[src/lis_pkg.sv]
// lis_pkg: shared constants and the token type for the smallest-tail search chain
// used by lis_cell and lis_length_tails_search_core; no dependencies

package lis_pkg;

    localparam int MAX_LEN   = 1024;
    localparam int LEN_W     = $clog2(MAX_LEN + 1);
    localparam int VALUE_W   = 32;
    localparam int RES_LEN_W = 11;
    localparam int RES_MAX   = (1 << RES_LEN_W) - 1;

    typedef struct packed {
        logic                      valid;
        logic signed [VALUE_W-1:0] value;
        logic                      last;
        logic                      done;
        logic                      ext;
    } t_token;

endpackage

[src/lis_cell.sv]
// lis_cell: one tail slot of the search chain; takes a token from its left neighbor,
// stores, replaces or passes the value, and hands the token right; uses lis_pkg

module lis_cell (
    input  logic            i_clk,
    input  logic            i_rst_n,
    input  logic            i_en,
    input  lis_pkg::t_token i_tok,
    output lis_pkg::t_token o_tok
);

    logic signed [lis_pkg::VALUE_W-1:0] r_tail;
    logic signed [lis_pkg::VALUE_W-1:0] n_tail;
    logic                               r_full;
    logic                               n_full;
    lis_pkg::t_token                    r_tok;
    lis_pkg::t_token                    n_tok;

    always_comb begin
        n_tail = r_tail;
        n_full = r_full;
        n_tok  = i_tok;
        if (i_tok.valid && !i_tok.done) begin
            if (!r_full) begin
                n_tail    = i_tok.value;
                n_full    = 1'b1;
                n_tok.done = 1'b1;
                n_tok.ext  = 1'b1;
            end else if (r_tail >= i_tok.value) begin
                n_tail     = i_tok.value;
                n_tok.done = 1'b1;
            end
        end
        // end of sequence empties the slot for the next one
        if (i_tok.valid && i_tok.last) begin
            n_full = 1'b0;
        end
    end

    always_ff @(posedge i_clk) begin
        if (!i_rst_n) begin
            r_full      <= 1'b0;
            r_tok.valid <= 1'b0;
        end else if (i_en) begin
            r_full <= n_full;
            r_tok  <= n_tok;
        end
    end

    always_ff @(posedge i_clk) begin
        if (i_en) begin
            r_tail <= n_tail;
        end
    end

    assign o_tok = r_tok;

endmodule

[config.mk]
export PLATFORM = sky130hd
export DESIGN_NAME = lis_cell
export DESIGN_NICKNAME = d
export VERILOG_FILES = /design/src/lis_pkg.sv /design/src/lis_cell.sv
export SDC_FILE = /design/constraint.sdc
export NUM_CORES = 1
export LEC_CHECK = 0
export CAP_MARGIN = 20
export CORE_MARGIN = 1
export CORE_UTILIZATION = 56
export DETAILED_ROUTE_END_ITERATION = 8
export DONT_BUFFER_PORTS = 1
export GPL_TIMING_DRIVEN = 1
export PLACE_DENSITY = 0.81
export SKIP_CTS_REPAIR_TIMING = 1
export SLEW_MARGIN = 10
export SYNTH_ARGS = -nofsm -noshare
export SYNTH_HDL_FRONTEND = slang
export SYNTH_SLANG_ARGS = --single-unit
[constraint.sdc]
create_clock -name i_clk -period 4.6 [get_ports i_clk]
set_clock_uncertainty 0.15 [all_clocks]
set_input_delay 0.92 -clock i_clk [delete_from_list [all_inputs] [get_ports i_clk]]
set_output_delay 0.92 -clock i_clk [all_outputs]
set_load 0.05 [all_outputs]
Word-level counts from Yosys, hierarchy flattened --
Cells that the tools add are included.
Storage, ports and cells: bits in registers 69, output and inout port bits 36
Cells by class: order comparisons 1, equal/unequal tests 1, multiplexer cells 8, reductions and logical operators 7
Operator list (count):
- $mux W32 | 2
- $ge A32 B32 Y1 | 1
- $mux W1 | 5
- $reduce_and A2 Y1 | 2
- $reduce_and A3 Y1 | 1
- $logic_and A1 B1 Y1 | 2
- $mux W2 | 1
- $ne A2 B1 Y1 const B | 1
- $reduce_bool A2 Y1 | 1
- $logic_not A1 Y1 | 1

Depth between registers and ports, before layout --
depth in word-level cells 4, gate-level depth with buffers 8

Worst setup path after synthesis --
Ideal clock, no wire load.
kind input -> register, from input i_tok[26] in the netlist's numbering, to register r_tail[0] in the netlist's numbering (enable), library setup time 0.432 ns, arrival 3.522 ns, required time 4.018 ns, slack 0.496 ns, cell stages on the path 8, buffers on the path 0, cells stage by stage inv_1 > ha_1 > nand4_1 > nor4_2 > nand3_1 > nand2_2 > o31ai_1 > a21oi_1
Between the ends: cells in the longest elaborated chain, start to end 3
RTL lines:
- start: declaration | line lis_cell.sv:8 | input lis_pkg::t_token i_tok,
- $ge A32 B32 Y1 | line lis_cell.sv:29 | end else if (r_tail >= i_tok.value) begin
- $ne A2 B1 Y1 (no line)
- $reduce_and A3 Y1 (no line)
- end signal: assignment | line lis_cell.sv:52 | r_tail <= n_tail;
- end: declaration | line lis_cell.sv:12 | logic signed [lis_pkg::VALUE_W-1:0] r_tail;
Every way passes these cells. A chain may end at the register's enable or synchronous reset.

Worst setup path after layout --
from input i_tok[22] in the netlist's numbering, to register r_tail[17] in the netlist's numbering (enable)
Same word-level chain as after synthesis.

==> results.sh <==
export IMPL_setup_viol=0
export IMPL_fp_dieArea_sq_um=5620
export IMPL_grt_pass1_wl_microns=7190
export IMPL_tns_ns=0
export IMPL_critPathKind="input pin to register"
export IMPL_cell_internal_pwr_uw=996
export IMPL_ys_types=24
export IMPL_die_width_microns=74.9
export IMPL_yosysWarnings=0
export IMPL_fmax_ghz=0.331
export IMPL_start_util_pct=58.3
export IMPL_power_frac_clock_pct=33.9
export IMPL_track_usage_pct=18.4
export IMPL_synthArstFlopShare_pct=0
export IMPL_cts_made_buffers=9
export IMPL_pin_count=75
export IMPL_place_gp_congestion=0.738
export IMPL_num_nets_final=289
export IMPL_combPwrFrac_pct=5.0
export IMPL_crit_arrival_ns=2.89
export IMPL_slew_violations=0
export IMPL_fin_ws_ns=1.58
export IMPL_grt_max_degree=36
export IMPL_area_growth_pct=9.70
export IMPL_synth_cells=206
export IMPL_hold_path_cell_count=1
export IMPL_ys_flop_type="edfxtp_1"
export IMPL_cts_reportedPaths_clkPinSlew_ns=0.07
export IMPL_worstHoldPathType="register to register"
export IMPL_seqPwrFrac_pct=61.0
export IMPL_synth_seq_cells=69
export IMPL_die_y_microns=74.9
export IMPL_tightest_slew_ns=0.827
export IMPL_port_buffers=0
export IMPL_crit_required_ns=4.47
export IMPL_hold_viol=0
export IMPL_routed_wl_microns=4630
export IMPL_crit_path_start_kind="input pin"
export IMPL_power_density_nw_per_um2=405
export IMPL_p_sw_uw=329
export IMPL_drt_iter0_drc=73
export IMPL_maxCapViolations=0
export IMPL_htree_levels=3
export IMPL_dpl_worst_slack_ns=1.18
export IMPL_crit_fanout=17
export IMPL_wl_per_cell_microns=15.8
export IMPL_fin_crit_sh_pct=65.6
export IMPL_reg2reg_depth=8
export IMPL_drive_above_1_share_pct=8.52
export IMPL_num_rows=26
export IMPL_clock_latency_ns=0.33
export IMPL_post_dp_hpwl_microns=3390
export IMPL_slew_headroom_pct=44.8
export IMPL_fillerInstances=401
export IMPL_rsz0062_at_grt="false"
export IMPL_p_leak_uw=0.00128
export IMPL_synth_edf_count=67
export IMPL_swShare_pct=24.8
export IMPL_finalCriticalPeriod_ns=3.02
export IMPL_vias_per_cell=5.43
export IMPL_cts_buffer_depth=2
export IMPL_diodes=0
export IMPL_final_common_cell="edfxtp_1"
export IMPL_peakVddDrop_v=0.000246
export IMPL_postRouteAntennaNets=0
export IMPL_drc_errors=0
export IMPL_cts_tree="yes"
export IMPL_vias=1592
export IMPL_clockRootBuffer="clkbuf_8"
export IMPL_layout_common_cells="edfxtp_1, inv_1, ha_1, a21oi_1, nand2_1"
export IMPL_synthesis_nets=277
export IMPL_grt_antenna_before_repair=0
export IMPL_coreArea_sq_um=5110
export IMPL_grt_overflow_total=0
export IMPL_clkSinkCount=69
export IMPL_ys_seq_area_share_pct=68.9
export IMPL_first_pass_iters=4
export IMPL_grt_pass1_vias=1601
export IMPL_cp_end_kind="register"
export IMPL_syn_area_sq_um=2980
export IMPL_status="finished, final reports clean"
export IMPL_postSynthAreaPerCell_sq_um=14.5
registers in the layout, indices dropped and copies added, names as in the netlist:
register / count
o_tok: 36
r_tail: 32
r_full: 1
cell type report:
class                      instances  area (sq um)  area share (%)
timing repair buffer               1          7.51           0.230
inverter                          34           128            3.91
clock buffer                      10           128            3.91
tap                               70          87.6            2.68
multi-input combinational        103           812            24.8
sequential                        69          2050            62.8
clock inverter                     6          53.8            1.65
final timing paths:
check,startpoint,endpoint,slack [ns]
setup / recovery,i_tok[22],r_tail[17]$_DFFE_PP_,1.58
hold / removal,r_full$_SDFFE_PN0P_,r_full$_SDFFE_PN0P_,0.41
setup reg to reg,r_tail[18]$_DFFE_PP_,r_tail[17]$_DFFE_PP_,1.80
hold reg to reg,r_full$_SDFFE_PN0P_,r_full$_SDFFE_PN0P_,0.41
cells by family after synthesis:
logic type	synth area share (%)
compound gates	5.88
fa+ha+maj	13.4
buf+inv	4.28
flops	68.9
simple gates	7.52
per-stage QoR:
step                std cells  hold WS (ns)  area [sq um]  power [uW]  util [%]
floorplan                 206         0.363          2980         871         -
global placement          277         0.412          3090         886      60.4
detailed placement        277         0.404          3090         889      60.4
CTS                       293         0.423          3270        1340      64.0
global route              293         0.451          3270        1380      64.0
finish                    293         0.414          3270        1330      64.0
power groups by stage:
stage | clock network (uW) | logic [uW] | registers [uW]
6_report | 450 | 66.6 | 809
4_1_cts | 462 | 67.7 | 809
5_1_grt | 487 | 77.6 | 812
2_1_floorplan | 0 | 51.2 | 820
3_3_place_gp | 0 | 64.3 | 822
3_5_place_dp | 0 | 66.9 | 823
critical path, stage by stage:
cell	delay (ns)
inv_1	0.02
ha_1	0.30
nand4_1	0.13
nor4_2	0.32
nand3_1	0.12
nand2_2	0.12
o31ai_1	0.12
a21oi_4	0.48
buf_4	0.35
routing by layer:
layer	vias to the layer above	track usage (%)	share of wire, %
li1	782	-	-
met1	750	22.8	43
met2	53	28.6	48
met3	7	5.09	6.6
met4	0	11.9	2.1
met5	-	0	0
cells in the mapped netlist, drive strengths merged (2+ instances only):
cell / number / area, sq um
a21oi: 15 / 75.1
dfxtp: 2 / 40.0
edfxtp: 67 / 2010
ha: 32 / 400
inv: 34 / 128
nand2: 12 / 47.6
nand2b: 2 / 12.5
nand3: 4 / 20.0
nand4: 8 / 50.1
nor2: 7 / 26.3
nor3: 4 / 20.0
nor4: 2 / 25.0
o21ai: 7 / 35.0
Power figures use the tool's default switching activity.
